<file path="src/lkvc_pkg.sv">
package lkvc_pkg;

   localparam int DATA_W      = 32;
   localparam int KEY_W       = 32;
   localparam int OP_W        = 2;
   localparam int OCC_W       = 7;
   localparam int DEF_ENTRIES = 64;

   localparam logic [OP_W-1:0] OP_READ  = 2'd0;
   localparam logic [OP_W-1:0] OP_WRITE = 2'd1;
   localparam logic [OP_W-1:0] OP_CLEAR = 2'd2;

   localparam logic [DATA_W-1:0] CNT_MAX = {DATA_W{1'b1}};

   typedef struct packed {
      logic move;
      logic clear;
   } cell_ctl_type;

endpackage

</file>
<file path="src/lkvc_cell.sv">
module lkvc_cell
   import lkvc_pkg::*;
#(
   parameter int ENTRIES = DEF_ENTRIES,
   parameter int POS     = 0
) (
   input  logic                         clock,
   input  logic                         reset,
   input  cell_ctl_type                 ctl,
   input  logic [$clog2(ENTRIES)-1:0]   limit,
   input  logic                         prev_valid,
   input  logic [KEY_W-1:0]             prev_key,
   input  logic [DATA_W-1:0]            prev_value,
   input  logic [KEY_W-1:0]             cmp_key,
   output logic                         valid,
   output logic [KEY_W-1:0]             key,
   output logic [DATA_W-1:0]            value,
   output logic                         match
);

   localparam int IW = $clog2(ENTRIES);
   localparam logic [IW-1:0] MY_POS = IW'(POS);

   logic              valid_ff;
   logic [KEY_W-1:0]  key_ff;
   logic [DATA_W-1:0] value_ff;
   logic              shift;

   assign shift = ctl.move && (MY_POS <= limit);

   always_ff @(posedge clock) begin
      if (reset) begin
         valid_ff <= 1'b0;
      end else if (ctl.clear) begin
         valid_ff <= 1'b0;
      end else if (shift) begin
         valid_ff <= prev_valid;
      end
   end

   always_ff @(posedge clock) begin
      if (shift) begin
         key_ff   <= prev_key;
         value_ff <= prev_value;
      end
   end

   assign valid = valid_ff;
   assign key   = key_ff;
   assign value = value_ff;
   assign match = valid_ff && (key_ff == cmp_key);

endmodule

</file>
<file path="config.mk">
export PLATFORM = sky130hd
export DESIGN_NAME = lkvc_cell
export DESIGN_NICKNAME = d
export VERILOG_FILES = /design/src/lkvc_pkg.sv /design/src/lkvc_cell.sv
export SDC_FILE = /design/constraint.sdc
export NUM_CORES = 1
export LEC_CHECK = 0
export BUFFER_PORTS_ARGS = -buffer_cell sky130_fd_sc_hd__buf_2
export CORE_ASPECT_RATIO = 1.2
export CORE_UTILIZATION = 43
export CTS_BUF_LIST = sky130_fd_sc_hd__clkbuf_16
export DETAILED_ROUTE_END_ITERATION = 10
export GPL_TIMING_DRIVEN = 0
export PLACE_DENSITY = 0.85
export SLEW_MARGIN = 20
export SYNTH_ARGS = -nofsm -noshare
export SYNTH_HDL_FRONTEND = slang
export SYNTH_SLANG_ARGS = --single-unit
export TNS_END_PERCENT = 30
</file>
<file path="constraint.sdc">
create_clock -name clock -period 5.7 [get_ports clock]
set_clock_uncertainty 0.1 [all_clocks]
set_input_delay 1.14 -clock clock [delete_from_list [all_inputs] [get_ports clock]]
set_output_delay 1.14 -clock clock [all_outputs]
set_load 0.01 [all_outputs]
</file>
==> flow_summary.yaml, run 1 <==
floorplan:
  dieArea_um2: 5685
  rows: 28
  initial_core_util: 0.4591
  pin_count: 173
  die_w_um: 69.00
  coreArea_um2: 5045
  die_y_um: 82.40
sta:
  finalMaxSlewViolations: 0
  relSlewSlack: 0.7188
  tightest_slew_ns: 0.4219
  tns_ns: 0
  rsz0062_at_grt: "false"
  fin_crit_sh: 0.6132
  fin_crit_ns: 3.495
  max_freq_ghz: 0.2861
  setup_viol_count_final: 0
  whs_ns: 0.4616
  final_hold_viol_count: 0
cts:
  postCtsHoldBufs: 0
  cts.repair.resized: 0
  cts_tree: "yes"
  root_buffer: "clkbuf_16"
  postCtsSetupBuffers: 0
  path_clk_slew_ns: 0.05
  clock-sinks: 65
  htree_levels: 3
  numCtsBuffers: 9
  insertion_delay_ns: 0.31
  clk_path_buf_depth: 2
job:
  max-cap-violations: 0
setup_path:
  cpMostUsedCell: "buf_2"
  r2r_end: "valid"
  arrival_ns: 2.26
  cp_cell_sequence: "buf_2 -> xor2_1 -> nor4_1 -> nand4_1 -> nor3_2 -> buf_2"
  crit_path_end_kind: "output port"
  reg2reg_depth: 2
  critPathLaunchType: "input port"
  crit_slowest_cell: "nor4_1"
  required_ns: 4.46
  critPathMaxStageDelay_ns: 0.35
  criticalPathCategory: "input port to output port"
  reg2reg_from: "valid"
  r2r_slack_ns: 4.94
  path_max_fanout: 1
synth:
  synthArstFlopShare: 0
  synth_edf_count: 64
  synth.most_common_cell: "edfxtp_1"
  syn_area_per_cell_um2: 20.68
  synth_top_cell_area_share: 0.8298
  yosysWarnings: 0
  synthFlopType: "edfxtp_1"
  yosys-top-cells-area: "edfxtp_1 (83%), xor2_1 (12%), nor4_1 (1.9%), dfxtp_1 (0.86%), mux2i_1 (0.43%)"
  synth_cell_types: 11
  synthCells: 112
  synth_area_um2: 2316
  ys_seq_area_frac: 0.8385
  synth_commonest_cells: "edfxtp_1 (64), xor2_1 (31), nor4_1 (7)"
  yosys.area.top_type: "edfxtp_1"
  ys_ff_latch: 65
  synthesis.nets: 219
finish:
  area_growth_pct: 53.43
  finalNetCount: 397
  drive_gt1_frac: 0.6271
  post-route-util: 0.7044
  stdcell_area_um2: 3553
min_path:
  hold_end: "valid"
  hold_class: "flop to flop"
  whs_path_depth: 2
  hold_start: "valid"
placed_design:
  place.gp.congestion: 0.7676
  placed_cell_area_um2: 3246
  numPortBuffers: 166
  dp_hpwl_mm: 4.281
power_and_ir_drop:
  vdd_drop_max_mv: 0.3629
  pwr_density_cell_nw_per_um2: 350.7
  leakage_nw: 1.597
  p_total_mw: 1.246
drt:
  viasPerCell: 4.661
  totalWireLength_mm: 5.350
  wl_per_cell_um: 14.99
  drtIter0Drc: 49
  drc_errors: 0
  dr_total_vias: 1664
  drt_first_pass_iters: 4
  ant_nets: 0
global_routing:
  grt_pass1_wl_mm: 7.576
  grt_pass1_vias: 1722
  antenna_found_initial: 2
  grt_use_total: 0.1990
  grt.overflow.total: 0
  grt_start_max_net_pins: 36
outcome:
  status: "finished clean"
-- sequential cells by signal, indices dropped and copies added, names as in the netlist --
| name | count |
|---|---|
| key | 32 |
| valid | 1 |
| value | 32 |
-- cells in the final DEF (no fill, tap or decap) --
cell type and count:
buf_2 166, edfxtp_1 64, xor2_1 31, clkbuf_16 9
nor4_1 7, diode_2 2, nand3_1 2, nor3_1 2
inv_6 2, clkinv_4 2, clkbuf_4 1, nand4_1 1
xnor2_1 1, nor3_2 1, mux2i_1 1, bufinv_16 1
clkinvlp_4 1, clkinv_2 1, buf_12 1, dfxtp_1 1
-- worst max-delay path by stage --
stage	depth (start not counted)	from	slack [ns]	to
after floorplan	1	ctl[1]	2.27	key[0]
after global placement	2	ctl[1]	1.58	value[28]
after detailed placement	6	cmp_key[31]	2.16	match
after CTS	6	cmp_key[15]	2.16	match
after global routing	6	cmp_key[15]	2.06	match
final	6	cmp_key[15]	2.20	match
-- per-stage QoR --
step                      instances  setup WS (ns)
after floorplan                 112          2.266
after global placement          338          1.585
after detailed placement        339          2.164
after CTS                       355          2.162
after global routing            355          2.056
final                           357          2.205
-- layer usage --
metal  vias up  wire length [um]  track usage
li1        788                 -            -
met1       755              1676       0.1743
met2       106              2919       0.3485
met3        15               587      0.09753
met4         0               166       0.1286
met5         -                 0            0
-- critical path: cells and delay by family --
| kind | cells | cell delay (ns) |
|---|---|---|
| xor gates and xnor gates | 1 | 0.16 |
| buffers and inverters | 2 | 0.25 |
| and+or+nand+nor | 3 | 0.71 |
-- report_power, final --
part	switching, mW	total [mW]	internal (mW)	leakage, nW
logic	0.0630	0.125	0.0619	0.816
registers	0.0155	0.583	0.568	0.635
clock network	0.196	0.538	0.342	0.146
total	0.275	1.25	0.971	1.60
-- cell families (layout without fill, tap and decap cells) --
| family | Yosys count | count (layout) | synth area share |
|---|---|---|---|
| flops | 65 | 65 | 0.8385 |
| xor+xnor | 32 | 32 | 0.1210 |
| simple gates | 13 | 13 | 0.03458 |
| mux | 1 | 1 | 0.004322 |
| buf+inv | 1 | 184 | 0.001619 |
| other cells | 0 | 2 | 0 |
-- area by class of cell --
cell class	instances	area, um2
Antenna cell	2	5.005
Buffer	1	7.507
Clock buffer	9	225.2
Clock inverter	7	77.57
Fill cell	351	1491
Multi-Input combinational cell	46	370.4
Sequential cell	65	1942
Tap cell	60	75.07
Timing Repair Buffer	167	850.8
Note: power is estimated with default switching activity, not from simulation.
==> run 2: changes to the inputs <==
Settings changed: CORE_UTILIZATION 43 to 36, PLACE_DENSITY 0.85 to 0.76.
Clock period 5.7 ns to 2.85 ns, I/O delays scaled along.
==> flow_summary.yaml, run 2 (same netlist as run 1, synthesis figures left out) <==
setup_path:
  arrival_ns: 1.79
  path_max_fanout: 2
  required_ns: 2.18
  criticalPathCategory: "flop to output port"
  crit_path_end_kind: "output port"
  critPathLaunchType: "flop"
floorplan:
  pin_count: 173
  dieArea_um2: 6760
  die_y_um: 89.87
  die_w_um: 75.22
  coreArea_um2: 6128
  initial_core_util: 0.3779
  rows: 31
finish:
  stdcell_area_um2: 3578
  layout_common_cells: "buf_2 (166), edfxtp_1 (64), xor2_1 (31)"
  final_common_cell: "buf_2"
  final_cells: 378
  post-route-util: 0.5839
  finalNetCount: 397
  area_growth_pct: 54.51
  drive_gt1_frac: 0.6271
global_routing:
  grt_start_max_net_pins: 37
  grt_pass1_wl_mm: 7.465
  antenna_found_initial: 1
  grt_use_total: 0.1558
  grt_pass1_vias: 1716
  grt.overflow.total: 0
drt:
  ant_nets: 0
  drc_errors: 0
  drt_first_pass_iters: 4
  dr_total_vias: 1623
  wl_per_cell_um: 13.25
  viasPerCell: 4.294
  totalWireLength_mm: 5.008
  drtIter0Drc: 38
sta:
  setup_viol_count_final: 0
  tns_ns: 0
  fin_crit_ns: 2.460
  tightest_slew_ns: 0.4088
  rsz0062_at_grt: "false"
  finalMaxSlewViolations: 0
  relSlewSlack: 0.7275
  final_hold_viol_count: 0
  max_freq_ghz: 0.4065
  fin_crit_sh: 0.8631
cts:
  clk_path_buf_depth: 2
  path_clk_slew_ns: 0.05
  numCtsBuffers: 9
  clock-sinks: 65
  postCtsSetupBuffers: 0
  root_buffer: "clkbuf_16"
  htree_levels: 3
  postCtsHoldBufs: 0
  insertion_delay_ns: 0.32
  cts.repair.resized: 0
  cts_tree: "yes"
min_path:
  hold_class: "input port to flop"
power_and_ir_drop:
  pwr_density_cell_nw_per_um2: 698.1
  leakage_nw: 1.597
  vdd_drop_max_mv: 0.4311
  p_total_mw: 2.498
placed_design:
  numPortBuffers: 166
  place.gp.congestion: 0.7390
  dp_hpwl_mm: 3.985
  placed_cell_area_um2: 3273
  dp_cells: 361
job:
  max-cap-violations: 0
outcome:
  status: "finished clean"
==> run 2: changes by cell type in the layout (fill, tap and decap cells not counted), sizes merged <==
cell   before  now
diode       2    1
==> run 2: per-layer routing <==
metal,vias up,track usage,part of all wire
met1,723,0.1342,0.32
met2,102,0.2785,0.54
met5,-,0,0
met4,0,0.07407,0.022
met3,11,0.08408,0.12
li1,787,-,-
==> run 2: final timing paths <==
path	from	end	slack (ns)	depth (start not counted)
max	key[27]	match	0.39	5
min	reset	valid	0.31	2
max reg2reg	valid	valid	2.14	2
min reg2reg	valid	valid	0.44	2
==> run 2: cell type report <==
cell class / instances / area [um2]
timing repair buffer: 167 / 850.8
clock inverter: 7 / 77.57
clock buffer: 9 / 225.2
fill: 476 / 2550
tap: 82 / 102.6
multi-input combinational: 46 / 370.4
sequential: 65 / 1942
antenna: 1 / 2.502
buffer: 1 / 7.507
==> run 2: power by group <==
| part | total, mW | internal (mW) | switching, mW | leakage (nW) |
|---|---|---|---|---|
| Combinational | 0.247 | 0.124 | 0.123 | 0.816 |
| Sequential | 1.17 | 1.14 | 0.0311 | 0.635 |
| Clock | 1.08 | 0.683 | 0.402 | 0.146 |
| Total | 2.50 | 1.94 | 0.556 | 1.60 |
==> run 2: through the flow <==
stage / setup WS, ns / hold slack [ns]
6_report: 0.3902 / 0.3078
2_1_floorplan: 0.8300 / 0.4460
4_1_cts: 0.3271 / 0.2959
3_3_place_gp: 0.4050 / 0.4280
5_1_grt: 0.1842 / 0.3067
3_5_place_dp: 0.4002 / 0.4348
==> run 2: worst max-delay path: stages, from the launching register on <==
cell	delay, ns
edfxtp_1	0.40
xor2_1	0.16
nor4_1	0.39
nand4_1	0.18
nor3_2	0.19
buf_2	0.15
==> run 3: changes to the inputs <==
Settings changed: CELL_PAD_IN_SITES_DETAIL_PLACEMENT from default to 1, CELL_PAD_IN_SITES_GLOBAL_PLACEMENT from default to 1, CORE_UTILIZATION 36 to 27, PLACE_DENSITY 0.76 to default, PLACE_DENSITY_LB_ADDON from default to 0.1.
==> flow_summary.yaml, run 3 (same netlist as run 1, synthesis figures left out) <==
setup_path:
  required_ns: 2.18
  criticalPathCategory: "flop to output port"
  crit_path_end_kind: "output port"
  arrival_ns: 1.80
  critPathLaunchType: "flop"
  path_max_fanout: 2
placed_design:
  dp_hpwl_mm: 4.720
  numPortBuffers: 166
  place.gp.congestion: 0.6467
  dp_cells: 393
  preCtsSetupSlack_ns: 0.3810
drt:
  drtIter0Drc: 51
  viasPerCell: 4.093
  ant_nets: 0
  totalWireLength_mm: 5.881
  drc_errors: 0
  dr_total_vias: 1674
  wl_per_cell_um: 14.38
  drt_first_pass_iters: 3
floorplan:
  pin_count: 173
  initial_core_util: 0.2825
  die_w_um: 86.55
  die_y_um: 103.5
  dieArea_um2: 8954
  rows: 36
  coreArea_um2: 8198
sta:
  fin_crit_ns: 2.465
  rsz0062_at_grt: "false"
  finalMaxSlewViolations: 0
  final_hold_viol_count: 0
  whs_ns: 0.3203
  max_freq_ghz: 0.4057
  tightest_slew_ns: 0.4693
  setup_viol_count_final: 0
  tns_ns: 0
  setup_ws_ns: 0.3848
  fin_crit_sh: 0.8650
  relSlewSlack: 0.6872
job:
  max-cap-violations: 0
min_path:
  hold_class: "input port to flop"
cts:
  insertion_delay_ns: 0.31
  numCtsBuffers: 9
  cts_tree: "yes"
  postCtsSetupBuffers: 0
  htree_levels: 3
  clk_path_buf_depth: 2
  postCtsHoldBufs: 0
  path_clk_slew_ns: 0.05
  clock-sinks: 65
  root_buffer: "clkbuf_16"
  cts.repair.resized: 0
power_and_ir_drop:
  seq_power_share: 0.424
  vdd_drop_max_mv: 0.4712
  leakage_nw: 1.628
  p_comb_frac: 0.090
  p_switching_mw: 0.5511
  intPower_mw: 2.204
  clkPwrFrac: 0.485
  p_sw_frac: 0.2001
  pwr_density_cell_nw_per_um2: 748.6
finish:
  drive_gt1_frac: 0.6237
  finalNetCount: 397
  layout_common_cells: "buf_2 (166), edfxtp_1 (64), xor2_1 (31)"
  regArea_um2: 1942
  final_common_cell: "buf_2"
  final_cells: 409
  diodes: 0
  area_growth_pct: 58.89
  multi_input_area_um2: 370.4
  fill_cells: 884
  post-route-util: 0.4489
global_routing:
  grt_start_max_net_pins: 36
  grt.overflow.total: 0
  antenna_found_initial: 0
  grt_pass1_wl_mm: 8.280
  grt_pass1_vias: 1746
  grt_use_total: 0.1292
outcome:
  status: "finished clean"
[run 3: changes by cell type in the layout (fill, tap and decap cells not counted), sizes merged]
cell and delta:
diode -1, bufinv +3, clkinv -1, clkinvlp -1, inv -1
[run 3: final timing paths]
kind	startpoint	endpoint	slack, ns	cells past startpoint
hold / removal	reset	valid	0.32	2
setup / recovery	key[31]	match	0.38	5
hold reg to reg	valid	valid	0.46	2
setup reg to reg	valid	valid	2.08	2
[run 3: power groups by stage]
| stage | registers [mW] | logic (mW) | clock network [mW] |
|---|---|---|---|
| after CTS | 1.17 | 0.255 | 1.37 |
| final | 1.17 | 0.249 | 1.34 |
| after global placement | 1.19 | 0.247 | 0 |
| after detailed placement | 1.19 | 0.254 | 0 |
| after floorplan | 1.23 | 0.0527 | 0 |
| after global routing | 1.18 | 0.272 | 1.40 |
[run 3: area by class of cell]
cell class / count / share of cell area
sequential: 65 / 0.5277
timing repair buffer: 167 / 0.2312
multi-input combinational: 46 / 0.1006
clock buffer: 9 / 0.06120
tap: 114 / 0.03876
clock inverter: 7 / 0.03842
buffer: 1 / 0.002040
[run 3: critical path, stage by stage, from the launching register on]
cell,delay [ns]
edfxtp_1,0.39
xor2_1,0.15
nor4_1,0.38
nand4_1,0.21
nor3_2,0.20
buf_2,0.15
[run 3: metrics by stage]
step           total power [mW]  area (um2)
2_1_floorplan             1.281        2317
3_3_place_gp              1.434        3291
3_5_place_dp              1.444        3313
4_1_cts                   2.798        3680
5_1_grt                   2.850        3680
6_report                  2.755        3680
[run 3: routing by layer]
| metal | vias up | track usage | part of all wire |
|---|---|---|---|
| li1 | 783 | - | - |
| met1 | 789 | 0.1160 | 0.33 |
| met2 | 95 | 0.2405 | 0.55 |
| met3 | 7 | 0.06429 | 0.10 |
| met4 | 0 | 0.06282 | 0.014 |
| met5 | - | 0 | 0 |
